**src/sv/mcmt_pkg.sv**
```systemverilog
`timescale 1ns / 1ps
// ----------------------------------------------------------------------------
// mcmt_pkg: shared constants and types
// Widths, register indexes, reset values and sequencer types for the masked
// colour mean threshold block.
// ----------------------------------------------------------------------------
package mcmt_pkg;

    localparam int FRAME_PIXELS_LOG2 = 20;
    localparam int CNT_W   = FRAME_PIXELS_LOG2 + 1;
    localparam int SUM_W   = FRAME_PIXELS_LOG2 + 9;
    localparam int PIX_W   = 8;
    localparam int QUO_W   = 8;
    localparam int STEP_W  = 3;
    localparam int CFG_IDX_W = 3;

    localparam logic [CFG_IDX_W-1:0] REG_SAT_FLOOR     = 3'd0;
    localparam logic [CFG_IDX_W-1:0] REG_HUE_MARGIN    = 3'd1;
    localparam logic [CFG_IDX_W-1:0] REG_SV_MARGIN     = 3'd2;
    localparam logic [CFG_IDX_W-1:0] REG_SAT_CEILING   = 3'd3;
    localparam logic [CFG_IDX_W-1:0] REG_VALUE_CEILING = 3'd4;

    localparam logic [PIX_W-1:0] RST_SAT_FLOOR  = 8'd50;
    localparam logic [PIX_W-1:0] RST_HUE_MARGIN = 8'd5;
    localparam logic [PIX_W-1:0] RST_SV_MARGIN  = 8'd50;
    localparam logic [PIX_W-1:0] PIX_MAX        = 8'd255;

    localparam logic [1:0] CH_HUE    = 2'd0;
    localparam logic [1:0] CH_SAT    = 2'd1;
    localparam logic [1:0] CH_BRIGHT = 2'd2;

    typedef enum logic [3:0] {
        ST_IDLE  = 4'b0001,
        ST_START = 4'b0010,
        ST_WAIT  = 4'b0100,
        ST_EMIT  = 4'b1000
    } t_state;

    typedef struct packed {
        logic take;
        logic clr;
    } t_acc_ctl;

endpackage

```
**src/sv/mcmt_accum.sv**
```systemverilog
`timescale 1ns / 1ps
// ----------------------------------------------------------------------------
// mcmt_accum: masked pixel accumulator
// Counts pixels above the saturation floor and sums their three channels,
// holding at the frame cap.
// ----------------------------------------------------------------------------
module mcmt_accum
    import mcmt_pkg::*;
(
    input  logic             i_clk,
    input  logic             i_rst_n,
    input  t_acc_ctl         i_ctl,
    input  logic [PIX_W-1:0] i_hue,
    input  logic [PIX_W-1:0] i_sat,
    input  logic [PIX_W-1:0] i_bright,
    input  logic [PIX_W-1:0] i_sat_floor,
    output logic [CNT_W-1:0] o_count,
    output logic [SUM_W-1:0] o_hue_sum,
    output logic [SUM_W-1:0] o_sat_sum,
    output logic [SUM_W-1:0] o_bright_sum
);

    logic [CNT_W-1:0] r_count;
    logic [SUM_W-1:0] r_hue_sum, r_sat_sum, r_bright_sum;
    logic             w_add;

    // top bit of the count set means the cap has been reached
    assign w_add = i_ctl.take && (i_sat > i_sat_floor) && !r_count[CNT_W-1];

    always_ff @(posedge i_clk) begin
        if (!i_rst_n || i_ctl.clr) begin
            r_count      <= '0;
            r_hue_sum    <= '0;
            r_sat_sum    <= '0;
            r_bright_sum <= '0;
        end else if (w_add) begin
            r_count      <= r_count + CNT_W'(1);
            r_hue_sum    <= r_hue_sum + SUM_W'(i_hue);
            r_sat_sum    <= r_sat_sum + SUM_W'(i_sat);
            r_bright_sum <= r_bright_sum + SUM_W'(i_bright);
        end
    end

    assign o_count      = r_count;
    assign o_hue_sum    = r_hue_sum;
    assign o_sat_sum    = r_sat_sum;
    assign o_bright_sum = r_bright_sum;

endmodule

```
**src/sv/mcmt_div.sv**
```systemverilog
`timescale 1ns / 1ps
// ----------------------------------------------------------------------------
// mcmt_div: shared restoring divider
// One quotient bit per cycle; the quotient of a mean always fits 8 bits, so
// the divisor starts shifted up by 7 and moves down one place a step.
// ----------------------------------------------------------------------------
module mcmt_div
    import mcmt_pkg::*;
(
    input  logic             i_clk,
    input  logic             i_rst_n,
    input  logic             i_start,
    input  logic [SUM_W-1:0] i_dividend,
    input  logic [CNT_W-1:0] i_divisor,
    output logic             o_done,
    output logic [QUO_W-1:0] o_quo
);

    logic [SUM_W-1:0]  r_rem, r_den;
    logic [QUO_W-1:0]  r_quo;
    logic [STEP_W-1:0] r_step;
    logic              r_busy, r_done;
    logic [SUM_W:0]    w_diff;

    assign w_diff = {1'b0, r_rem} - {1'b0, r_den};

    always_ff @(posedge i_clk) begin
        if (!i_rst_n) begin
            r_busy <= 1'b0;
            r_done <= 1'b0;
            r_step <= '0;
        end else begin
            r_done <= 1'b0;
            if (i_start) begin
                r_busy <= 1'b1;
                r_step <= STEP_W'(QUO_W - 1);
            end else if (r_busy) begin
                r_step <= r_step - STEP_W'(1);
                if (r_step == '0) begin
                    r_busy <= 1'b0;
                    r_done <= 1'b1;
                end
            end
        end
    end

    always_ff @(posedge i_clk) begin
        if (i_start) begin
            r_rem <= i_dividend;
            r_den <= SUM_W'(i_divisor) << (QUO_W - 1);
            r_quo <= '0;
        end else if (r_busy) begin
            r_den <= r_den >> 1;
            if (!w_diff[SUM_W]) begin
                r_rem <= w_diff[SUM_W-1:0];
                r_quo <= {r_quo[QUO_W-2:0], 1'b1};
            end else begin
                r_quo <= {r_quo[QUO_W-2:0], 1'b0};
            end
        end
    end

    assign o_done = r_done;
    assign o_quo  = r_quo;

endmodule

```
**src/sv/masked_color_mean_threshold.sv**
```systemverilog
`timescale 1ns / 1ps
// ----------------------------------------------------------------------------
// masked_color_mean_threshold: colour threshold from masked frame means
// Accumulates pixels above a saturation floor and, at frame end, turns the
// three channel means into a low/high threshold word.
// ----------------------------------------------------------------------------
//  channel   direction  handshake               payload
//  pixel     in         i_valid / o_stall       i_hue i_sat i_bright i_frame_end
//  result    out        o_valid / i_stall       o_low_* o_high_* o_empty_res
//  config    in         i_cfg_valid/o_cfg_ready i_cfg_index i_cfg_data
//
//  Ordinary pixels are taken one per cycle while o_stall is low. A frame-end
//  pixel raises o_stall until three 8-step divisions have run on the one
//  shared divider, each through ST_START and ST_WAIT, and ST_EMIT has loaded
//  the output register; with no qualifying pixel only ST_START and ST_EMIT run.
//  Synchronous active-low reset clears accumulators, control and config.
//  A result word waiting on i_stall does not block the next frame's pixels;
//  only the following frame-end word waits for the output register.
// ----------------------------------------------------------------------------
module masked_color_mean_threshold
    import mcmt_pkg::*;
(
    input  logic                 i_clk,
    input  logic                 i_rst_n,
    input  logic                 i_valid,
    output logic                 o_stall,
    input  logic [PIX_W-1:0]     i_hue,
    input  logic [PIX_W-1:0]     i_sat,
    input  logic [PIX_W-1:0]     i_bright,
    input  logic                 i_frame_end,
    output logic                 o_valid,
    input  logic                 i_stall,
    output logic [PIX_W-1:0]     o_low_hue,
    output logic [PIX_W-1:0]     o_low_sat,
    output logic [PIX_W-1:0]     o_low_bright,
    output logic [PIX_W-1:0]     o_high_hue,
    output logic [PIX_W-1:0]     o_high_sat,
    output logic [PIX_W-1:0]     o_high_bright,
    output logic                 o_empty_res,
    input  logic                 i_cfg_valid,
    output logic                 o_cfg_ready,
    input  logic [CFG_IDX_W-1:0] i_cfg_index,
    input  logic [PIX_W-1:0]     i_cfg_data
);

    t_state           r_state, n_state;
    logic [1:0]       r_ch;
    logic [PIX_W-1:0] r_mean [0:2];
    logic [PIX_W-1:0] r_sat_floor, r_hue_margin, r_sv_margin, r_sat_ceil, r_val_ceil;
    logic             r_o_valid;
    logic [PIX_W-1:0] r_low_hue, r_low_sat, r_low_bright, r_high_hue, r_high_sat;
    logic [PIX_W-1:0] r_high_bright;
    logic             r_empty;

    t_acc_ctl         w_acc_ctl;
    logic [CNT_W-1:0] w_count;
    logic [SUM_W-1:0] w_hue_sum, w_sat_sum, w_bright_sum, w_dividend;
    logic             w_take, w_start, w_div_done, w_out_free, w_load, w_empty;
    logic [QUO_W-1:0] w_quo;
    logic [PIX_W:0]   w_hh;

    assign w_take     = i_valid && !o_stall;
    assign w_out_free = !r_o_valid || !i_stall;
    assign w_load     = (r_state == ST_EMIT) && w_out_free;
    assign w_start    = (r_state == ST_START) && (w_count != '0);
    assign w_empty    = (w_count == '0);

    assign w_acc_ctl.take = w_take;
    assign w_acc_ctl.clr  = w_load;

    mcmt_accum u_accum (
        .i_clk        (i_clk),
        .i_rst_n      (i_rst_n),
        .i_ctl        (w_acc_ctl),
        .i_hue        (i_hue),
        .i_sat        (i_sat),
        .i_bright     (i_bright),
        .i_sat_floor  (r_sat_floor),
        .o_count      (w_count),
        .o_hue_sum    (w_hue_sum),
        .o_sat_sum    (w_sat_sum),
        .o_bright_sum (w_bright_sum)
    );

    always_comb begin
        case (r_ch)
            CH_HUE:    w_dividend = w_hue_sum;
            CH_SAT:    w_dividend = w_sat_sum;
            CH_BRIGHT: w_dividend = w_bright_sum;
            default:   w_dividend = w_hue_sum;
        endcase
    end

    mcmt_div u_div (
        .i_clk      (i_clk),
        .i_rst_n    (i_rst_n),
        .i_start    (w_start),
        .i_dividend (w_dividend),
        .i_divisor  (w_count),
        .o_done     (w_div_done),
        .o_quo      (w_quo)
    );

    // configuration
    assign o_cfg_ready = 1'b1;

    always_ff @(posedge i_clk) begin
        if (!i_rst_n) begin
            r_sat_floor  <= RST_SAT_FLOOR;
            r_hue_margin <= RST_HUE_MARGIN;
            r_sv_margin  <= RST_SV_MARGIN;
            r_sat_ceil   <= PIX_MAX;
            r_val_ceil   <= PIX_MAX;
        end else if (i_cfg_valid) begin
            case (i_cfg_index)
                REG_SAT_FLOOR:     r_sat_floor  <= i_cfg_data;
                REG_HUE_MARGIN:    r_hue_margin <= i_cfg_data;
                REG_SV_MARGIN:     r_sv_margin  <= i_cfg_data;
                REG_SAT_CEILING:   r_sat_ceil   <= i_cfg_data;
                REG_VALUE_CEILING: r_val_ceil   <= i_cfg_data;
                default: ;
            endcase
        end
    end

    // sequencer
    always_comb begin
        n_state = r_state;
        case (r_state)
            ST_IDLE:  if (w_take && i_frame_end) n_state = ST_START;
            ST_START: n_state = w_empty ? ST_EMIT : ST_WAIT;
            ST_WAIT:  if (w_div_done) n_state = (r_ch == CH_BRIGHT) ? ST_EMIT : ST_START;
            ST_EMIT:  if (w_out_free) n_state = ST_IDLE;
            default:  n_state = ST_IDLE;
        endcase
    end

    always_ff @(posedge i_clk) begin
        if (!i_rst_n) begin
            r_state <= ST_IDLE;
            r_ch    <= CH_HUE;
        end else begin
            r_state <= n_state;
            if (r_state == ST_IDLE) begin
                r_ch <= CH_HUE;
            end else if ((r_state == ST_WAIT) && w_div_done) begin
                r_ch <= r_ch + 2'd1;
            end
        end
    end

    always_ff @(posedge i_clk) begin
        if ((r_state == ST_WAIT) && w_div_done) begin
            r_mean[r_ch] <= w_quo;
        end
    end

    assign o_stall = (r_state != ST_IDLE);

    // output word
    assign w_hh = {1'b0, r_mean[0]} + {1'b0, r_hue_margin};

    always_ff @(posedge i_clk) begin
        if (!i_rst_n) begin
            r_o_valid <= 1'b0;
        end else if (w_load) begin
            r_o_valid <= 1'b1;
        end else if (!i_stall) begin
            r_o_valid <= 1'b0;
        end
    end

    always_ff @(posedge i_clk) begin
        if (w_load) begin
            r_empty       <= w_empty;
            r_high_sat    <= w_empty ? PIX_MAX : r_sat_ceil;
            r_high_bright <= w_empty ? PIX_MAX : r_val_ceil;
            if (w_empty) begin
                r_low_hue    <= '0;
                r_low_sat    <= '0;
                r_low_bright <= '0;
                r_high_hue   <= PIX_MAX;
            end else begin
                r_low_hue    <= (r_mean[0] > r_hue_margin) ? r_mean[0] - r_hue_margin : '0;
                r_low_sat    <= (r_mean[1] > r_sv_margin) ? r_mean[1] - r_sv_margin : '0;
                r_low_bright <= (r_mean[2] > r_sv_margin) ? r_mean[2] - r_sv_margin : '0;
                r_high_hue   <= w_hh[PIX_W] ? PIX_MAX : w_hh[PIX_W-1:0];
            end
        end
    end

    assign o_valid       = r_o_valid;
    assign o_low_hue     = r_low_hue;
    assign o_low_sat     = r_low_sat;
    assign o_low_bright  = r_low_bright;
    assign o_high_hue    = r_high_hue;
    assign o_high_sat    = r_high_sat;
    assign o_high_bright = r_high_bright;
    assign o_empty_res   = r_empty;

endmodule
```
**config.mk**
```make
export PLATFORM = sky130hd
export DESIGN_NAME = masked_color_mean_threshold
export DESIGN_NICKNAME = d
export VERILOG_FILES = /design/src/sv/mcmt_pkg.sv /design/src/sv/mcmt_accum.sv /design/src/sv/mcmt_div.sv /design/src/sv/masked_color_mean_threshold.sv
export SDC_FILE = /design/constraint.sdc
export NUM_CORES = 1
export LEC_CHECK = 0
export BUFFER_PORTS_ARGS = -buffer_cell sky130_fd_sc_hd__buf_4
export CAP_MARGIN = 20
export CORE_MARGIN = 2
export CORE_UTILIZATION = 50
export DETAILED_ROUTE_END_ITERATION = 7
export GPL_ROUTABILITY_DRIVEN = 0
export PLACE_DENSITY = 0.7
export SLEW_MARGIN = 30
export SYNTH_ARGS = -nofsm -noshare
export SYNTH_HDL_FRONTEND = slang
export SYNTH_SLANG_ARGS = --single-unit
```
**constraint.sdc**
```tcl
create_clock -name i_clk -period 4.6 [get_ports i_clk]
set_input_delay 0.23 -clock i_clk [delete_from_list [all_inputs] [get_ports i_clk]]
set_output_delay 0.23 -clock i_clk [all_outputs]
set_load 0.02 [all_outputs]
```
### Word level (Yosys, flattened, before mapping)

Memory sizes are Yosys's and may differ from the RTL's.
Cells that the tools add are included.

* output and inout bits: 52
* register bits: 274
* bits in writable memories: 24
* memories kept: 1
* logic and storage cells: 118
* bits of input ports: 41

* equal/unequal tests: 16
* add/sub/neg operators: 11
* bitwise operators: 5
* muxes and demuxes: 23
* reductions and logical operators: 32
* $lt $le $gt $ge: 4

Memory list
* r_mean: depth 3, width 8, rd ports 3, clocked after Yosys merged registers in 0, wr ports 1, line masked_color_mean_threshold.sv:48 `logic [PIX_W-1:0] r_mean [0:2];`

Operator list (count)
* $add 29x8->29: 3
* $mux 29: 3
* $pmux 29 s2: 1
* $mux 28: 2
* $gt 8x8->1: 4
* $sub 29x28->30: 1
* $sub 8x8->8: 3
* $add 21x1->21 const B: 1
* $logic_not 21->1: 1
* $reduce_bool 21->1: 1
* $mux 4: 5
* $pmux 4 s4: 1
* $reduce_and 2->1: 6
* $reduce_or 2->1: 5
* $add 8x8->9: 1
* $mux 1: 9
* $logic_and 1x1->1: 7
* $eq 3x2->1 const B: 2
* $logic_not 3->1: 2
* $mux 3: 2
* $ne 2x1->1 const B: 3
* $logic_not 1->1: 5
* $not 1->1: 5
* $eq 4x1->1 const B: 1
* other kinds (15): 17

### Depth between registers and ports, before layout

Gate-level depths: netlist (run 1).

* word-level depth: 6
* depth in mapped cells: 12

### Cells and area by module

From an unflattened synthesis (run 1), not the netlist that was laid out.

* cells, all modules: 1886
* area, all modules: 16995.0 um^2

By module, submodules not included
* masked_color_mean_threshold: cells each 652, area an instance 6368.6 um^2, times used 1, sequential area each 3133.0 um^2
* mcmt_accum: cells each 722, area an instance 5995.8 um^2, times used 1, sequential area each 2162.1 um^2
* mcmt_div: cells each 512, area an instance 4630.7 um^2, times used 1, sequential area each 1901.8 um^2

### Least setup slack after synthesis (run 1)

No wires, ideal clock.

* path kind: register -> register
* start: reg r_state[1]
* end: reg u_accum.r_count[19] (netlist: u_accum.o_count[19])
* cell stages (with the launch flop): 9
* required time: 4472 ps
* path slack: 260 ps
* data arrival time: 4213 ps
* path through: dfxtp_1 -> nor2_4 -> nand3b_1 -> a21oi_1 -> nand2b_1 -> clkbuf_1 -> clkbuf_1 -> buf_1 -> nor2_1

RTL lines
* start: declaration: line masked_color_mean_threshold.sv:46 `t_state r_state, n_state;`
* start signal: assignment: line masked_color_mean_threshold.sv:143 `r_state <= n_state;`
* $eq 4x4->1: line masked_color_mean_threshold.sv:64 `assign w_load = (r_state == ST_EMIT) && w_out_free;`
* $logic_and 1x1->1: line masked_color_mean_threshold.sv:64
* named net w_load: line masked_color_mean_threshold.sv:58 `logic w_take, w_start, w_div_done, w_out_free, w_load, w_empty;`
* $logic_or 1x1->1: line mcmt_accum.sv:31 `if (!i_rst_n || i_ctl.clr) begin`
* end signal: assignment: line mcmt_accum.sv:37 `r_count <= r_count + CNT_W'(1);`
* end: declaration: line mcmt_accum.sv:23 `logic [CNT_W-1:0] r_count;`

The timed path passes the listed nets, and every way through them passes these cells.
A chain may end at the register's enable or synchronous reset.

### Worst setup path in the final report (run 1)

* start: reg u_div.r_den[1]
* end: reg u_div.r_rem[4], enable pin

* longest elaborated chain between the ends: 3

Ends and longest elaborated chain
* start: declaration: line mcmt_div.sv:19 `logic [SUM_W-1:0] r_rem, r_den;`
* start signal: assignment: line mcmt_div.sv:50 `r_den <= SUM_W'(i_divisor) << (QUO_W - 1);`
* start signal: assignment: line mcmt_div.sv:53 `r_den <= r_den >> 1;`
* $sub 29x28->30: line mcmt_div.sv:25 `assign w_diff = {1'b0, r_rem} - {1'b0, r_den};`
* $ne 2x1->1 (no line)
* $reduce_and 2->1 (no line)
* end signal: assignment: line mcmt_div.sv:49 `r_rem <= i_dividend;`
* end signal: assignment: line mcmt_div.sv:55 `r_rem <= w_diff[SUM_W-1:0];`
* end: declaration: line mcmt_div.sv:19

Every way passes these cells.

==> flow_summary_export.csv, run 1 <==
group,metric,value,unit
outcome,status,"complete, no violations",
job,drv_cap,0,
setup_path,rr_startpoint,"u_div.r_den[1]",
route,dr.pass1.iters,5,
clock_tree,cts.clk_slew.worst_paths,0.06,ns
synthesis,synth_edf_count,123,
clock_tree,cts_tree,"done",
floorplan,die_w,183.4,um
synthesis,synth_fp_nets,1900,
sta,setup_violations,0,
sta,hold_viol_final,0,
setup_path,crit_start,"u_div.r_den[1]",
synthesis,ys_seq_elements,298,
layout,final_area,18310,sq um
synthesis,syn_area,16100,sq um
setup_path,r2r_setup_slack,1.33,ns
setup_path,r2r-end,"u_div.r_rem[4]",
clock_tree,clk_latency,0.52,ns
floorplan,die_h,183.4,um
sta,period_minus_slack,3.274,ns
global_routing,grt_use_met3,2.853,%
setup_path,path_class,"flip-flop to flip-flop",
route,drt_iter0_drc,897,
power,p_leak,7.051,nW
setup_path,path_depth,10,
route,wirelength,37050,um
clock_tree,cts_made_buffers,35,
setup_path,cp_cell_sequence,"inv_1, ha_1, nor2b_1, o2111ai_1, a21oi_1, a221oi_2, a2bb2oi_1, nand4_1, nand2_1, buf_4",
global_routing,grt_pass1_wl,61070,um
global_routing,grt_remaining_overflow,0,
sta,clock_skew,0.02497,ns
global_routing,globalRouteTotalUtil,22.25,%
place,placed_area,17080,sq um
setup_path,max_stage_delay,0.43,ns
route,ant_nets,0,
global_routing,first_global_vias,12370,
route,wl_per_cell,16.48,um
setup_path,crit_path_max_fanout,20,
synthesis,ys_seq_area_share,44.71,%
layout,final_cell_mix,"217 x nand2_1, 176 x nor2_1, 175 x dfxtp_1",
clock_tree,clock-root-buffer,"clkbuf_16",
layout,num_antenna_cells,0,
min_path,hp-class,"input pin to flip-flop",
sta,fmax,0.3055,GHz
sta,rsz0062_at_grt,"no",
layout,drive_above_1_share,10.83,%
setup_path,arrival,3.45,ns
synthesis,async_flop_share,0,%
sta,timing.final.crit_share,71.16,%
setup_path,critPathBufInv,2,
sta,setup_tns,0,ns
synthesis,avgSynthCellArea,9.188,sq um
setup_path,endpoint_kind,"flip-flop",
place,dp_hpwl,26320,um
layout,syn2layout_area_growth,13.76,%
layout,final_common_cell,"nand2_1",
setup_path,endpoint,"u_div.r_rem[4]",
global_routing,grt_max_degree,97,
global_routing,grt_antenna_before_repair,0,
clock_tree,cts_num_sinks,298,
layout,nNetsFinal,1967,
synthesis,synth_cells,1752,
power,peakVddDrop,0.2064,mV
synthesis,yosys_warnings,0,
floorplan,start_util,50.88,%
place,numPortBuffers,91,
sta,slew_viol_final,0,
floorplan,dieArea,33650,sq um
route,vias_per_cell,5.638,
global_routing,met2_usage,38.61,%
sta,slew_headroom,35.27,%
synthesis,netlist-cell-type-count,72,
global_routing,use_met1,28.63,%
setup_path,required,4.77,ns
setup_path,worstSetupStartpointType,"flip-flop",
floorplan,io_pins,93,
clock_tree,cts-resized-gates,0,
route,vias,12670,
power,power.density,326.6,nW/um^2
synthesis,synth_top_flop_cell,"dfxtp_1",
sta,worst_pin_slew,0.9663,ns
setup_path,reg2reg_depth,10,
floorplan,placementRows,65,
global_routing,grt.busiest_layer,"met2",
clock_tree,clockBufferDepth,3,
route,drc,0,
clock_tree,htreeDepth,2,
setup_path,crit_slowest_cell,"nand2_1",
setup_path,critPathTopFamily,"compound AO/OA/AOI/OAI gates",
floorplan,core,31640,sq um
[layout make-up]
class | instances | area, sq um
clock buffers | 51 | 998.5
inverters | 88 | 330.3
well taps | 402 | 503.0
fillers | 2742 | 13320
repair buffers | 111 | 857.1
multi-input cells | 1285 | 8274
clock inverters | 13 | 153.9
flip-flops and latches | 298 | 7197
[per-stage QoR]
step	total power [mW]	hold slack [ns]	std cells	setup slack (ns)	utilization [%]
after global routing	6.191	0.03542	2248	1.020	57.89
after CTS	6.028	0.008403	2248	1.349	57.88
after global placement	3.251	0.4431	2176	1.437	53.98
final	5.981	0.02987	2248	1.326	57.89
after detailed placement	3.262	0.4485	2176	1.365	53.98
after floorplan	3.141	0.3540	1752	0.2596	-
[per-layer routing]
metal | routed length [um] | part of all wire [%] | vias up
met4 | 1064 | 2.9 | 0
met5 | 0 | 0 | -
li1 | - | - | 6288
met2 | 17940 | 48 | 293
met3 | 1533 | 4.1 | 74
met1 | 16510 | 45 | 6019
[how the worst min path moves through the flow]
stage,from,endpoint,slack (ns),cells after the start
after global routing,i_stall,o_valid,0.04,3
after floorplan,i_cfg_data[0],r_hue_margin[0],0.35,2
after detailed placement,r_val_ceil[5],r_val_ceil[5],0.45,2
after global placement,r_val_ceil[5],r_val_ceil[5],0.44,2
final,i_stall,o_valid,0.03,3
after CTS,i_stall,o_valid,0.008,3
[flip-flops by register name, summed over array words and instances (netlist names), 21 cells and up]
signal	flops
u_div.r_den	28
r_mean	24
u_accum.o_bright_sum	29
u_div.r_rem	29
u_accum.o_hue_sum	29
u_accum.o_count	21
u_accum.o_sat_sum	29
[power by group]
part	switching [mW]	internal [mW]	leakage, nW	total, mW
Clock	1.08	1.69	0.570	2.77
Combinational	0.238	0.169	3.89	0.406
Sequential	0.0310	2.78	2.59	2.81
[synthesized netlist by cell type (19+ instances only)]
cell type	count	area [sq um]
a21boi_0	23	172.7
a21o_1	36	270.3
a21oi_1	81	405.4
a22oi_1	29	217.7
and3_1	23	143.9
clkbuf_1	67	251.5
dfxtp_1	175	3503
edfxtp_1	123	3694
ha_1	99	1239
inv_1	88	330.3
mux2i_1	19	190.2
nand2_1	217	814.5
nand3_1	65	325.3
nand4_1	24	150.1
nor2_1	177	664.4
nor3_1	31	155.2
o211ai_1	35	262.8
o21ai_0	86	430.4
or2_2	23	143.9
or3_1	23	143.9
xnor2_1	72	630.6
xor2_1	54	473.0
[worst min-delay path, stage by stage]
cell and delay [ns]:
buf_4 0.12, nand2_1 0.07, a21boi_0 0.08
[kinds of logic (layout without fill, tap and decap cells)]
family / Yosys count / count (layout) / synth area share, %
other cells: 1 / 1 / 0.02329
buf+inv: 169 / 263 / 4.057
flops: 298 / 298 / 44.71
fa+ha+maj: 107 / 107 / 8.690
compound gates: 366 / 366 / 14.76
simple gates: 666 / 666 / 19.73
xor+xnor: 126 / 126 / 6.855
mux: 19 / 19 / 1.181
[repair_timing]
| action | in CTS | in global routing |
|---|---|---|
| setup endpoints to repair | 0 | 0 |
| setup buffers | 0 | 0 |
| endpoints found under the hold margin | 21 | 0 |
| hold buffers | 8 | 0 |
Note: power is estimated with default switching activity, not from simulation.
==> run 2, diff against run 1 <==
clock period = 2.96 ns   (was 4.6 ns; I/O delays follow)
==> flow_summary_export.csv, run 2 (synthesized netlist as in run 1, its figures left out) <==
group,metric,value,unit
power,peakVddDrop,0.5094,mV
power,total_power,9.103,mW
floorplan,die_h,183.4,um
setup_path,arrival,3.07,ns
place,numPortBuffers,91,
route,drt_iter0_drc,802,
clock_tree,cts_tree,"done",
power,seqPwrFrac,47.8,%
sta,rsz0062_at_grt,"no",
min_path,hp-class,"input pin to flip-flop",
setup_path,critPathTopFamily,"simple AND/OR/NAND/NOR gates",
global_routing,grt_antenna_before_repair,0,
floorplan,dieArea,33650,sq um
layout,nNetsFinal,1996,
sta,setup_tns,0,ns
layout,ff_latch_area,7197,sq um
power,p_comb_share,7.1,%
setup_path,critPathMostFrequentCell,"a211oi_2",
floorplan,placementRows,65,
clock_tree,cts.clk_slew.worst_paths,0.06,ns
clock_tree,clock-root-buffer,"clkbuf_16",
global_routing,grt_remaining_overflow,0,
floorplan,start_util,50.88,%
sta,clock_skew,0.02326,ns
sta,worst_pin_slew,0.6263,ns
setup_path,critPathBufInv,1,
route,wirelength,37540,um
setup_path,required,3.20,ns
sta,setup_ws,0.1298,ns
power,switchingPower,2.079,mW
power,clockPowerShare,45.1,%
floorplan,die_w,183.4,um
sta,fin_hold_ws,0.03587,ns
global_routing,grt_max_degree,65,
route,vias_per_cell,5.601,
floorplan,io_pins,93,
setup_path,path_class,"flip-flop to flip-flop",
layout,multi_input_area,8309,sq um
sta,hold_viol_final,0,
clock_tree,clk_latency,0.52,ns
layout,final_common_cell,"nand2_1",
power,switching_share,22.84,%
sta,fmax,0.3533,GHz
route,vias,12750,
outcome,status,"complete, no violations",
layout,layoutNonFillerInstCount,2276,
global_routing,grt_pass1_wl,60860,um
route,wl_per_cell,16.49,um
layout,final_cell_mix,"217 x nand2_1, 176 x nor2_1, 175 x dfxtp_1",
layout,drive_above_1_share,12.54,%
setup_path,endpoint_kind,"flip-flop",
route,drc,0,
layout,final_util,58.77,%
layout,syn2layout_area_growth,15.50,%
clock_tree,cts_made_buffers,34,
global_routing,first_global_vias,12160,
sta,period_minus_slack,2.830,ns
setup_path,max_stage_delay,0.40,ns
place,pre_cts_ws,0.09794,ns
power,power.density,489.6,nW/um^2
layout,final_area,18590,sq um
setup_path,crit_path_max_fanout,6,
job,drv_cap,0,
clock_tree,cts_num_sinks,298,
place,dp.cells,2204,
sta,setup_violations,0,
power,p_leak,7.227,nW
route,dr.pass1.iters,5,
place,dp_hpwl,27190,um
sta,timing.final.crit_share,95.61,%
place,placed_area,17350,sq um
sta,slew_viol_final,0,
clock_tree,clockBufferDepth,3,
route,ant_nets,0,
layout,num_antenna_cells,0,
floorplan,core,31640,sq um
clock_tree,htreeDepth,2,
setup_path,cp_cell_sequence,"inv_1, ha_2, and4_1, nand2_1, a211oi_2, o21ai_2, or3_1, a211oi_2, mux2i_1, nand3_1",
layout,n_fill_cell,2748,
global_routing,globalRouteTotalUtil,22.24,%
setup_path,crit_slowest_cell,"or3_1",
setup_path,worstSetupStartpointType,"flip-flop",
power,internal-power,7.024,mW
sta,slew_headroom,58.02,%
-- run 2: changes by cell type in the layout (fill, tap and decap cells not counted), sizes merged --
cell / change
buf: +28
bufinv: -3
clkbuf: +2
clkinv: -2
clkinvlp: +1
dlygate4sd3: +2
-- run 2: worst paths after layout --
check	from	slack [ns]	depth (start not counted)	end
worst max-delay path	u_div.r_den[9]	0.13	10	u_div.r_rem[27]
worst min register to register	r_val_ceil[3]	0.46	2	r_val_ceil[3]
worst max register to register	u_div.r_den[9]	0.13	10	u_div.r_rem[27]
worst min-delay path	i_hue[0]	0.04	4	u_accum.o_hue_sum[0]
-- run 2: cell type report --
cell class / instances / area share, %
Clock buffer: 53 / 5.612
Tap cell: 402 / 2.705
Inverter: 88 / 1.777
Multi-Input combinational cell: 1285 / 44.69
Sequential cell: 298 / 38.71
Clock inverter: 9 / 0.3701
Timing Repair Buffer: 141 / 6.137
-- run 2: power groups by stage --
stage	clock, mW	sequential (mW)	combinational, mW
detailed placement	0	4.44	0.629
finish	4.10	4.36	0.645
global route	4.36	4.36	0.725
CTS	4.19	4.35	0.644
floorplan	0	4.43	0.437
global placement	0	4.44	0.613
-- run 2: worst register-to-register path, delay by kind of cell, from the launching register on --
family / cells / cell delay (ns)
multiplexers: 1 / 0.21
adder cells (fa/ha/maj): 1 / 0.37
AO/OA/AOI/OAI: 3 / 0.74
buffers and inverters: 1 / 0.07
AND/OR/NAND/NOR: 4 / 0.79
flip-flops: 1 / 0.39
-- run 2: timing repair --
item / CTS / global route
setup endpoints to repair: 0 / 38
resized for setup: 0 / 7
setup buffers: 0 / 0
hold endpoints to repair: 42 / 0
hold buffers: 10 / 0
-- run 2: metal layers --
metal  global-route usage, %  part of all wire (%)  up-vias
met5                       0                     0        -
met4                   5.856                   2.2        0
met3                   3.090                   4.3       57
met2                   39.56                    50      276
met1                   28.35                    44     6056
li1                        -                     -     6359
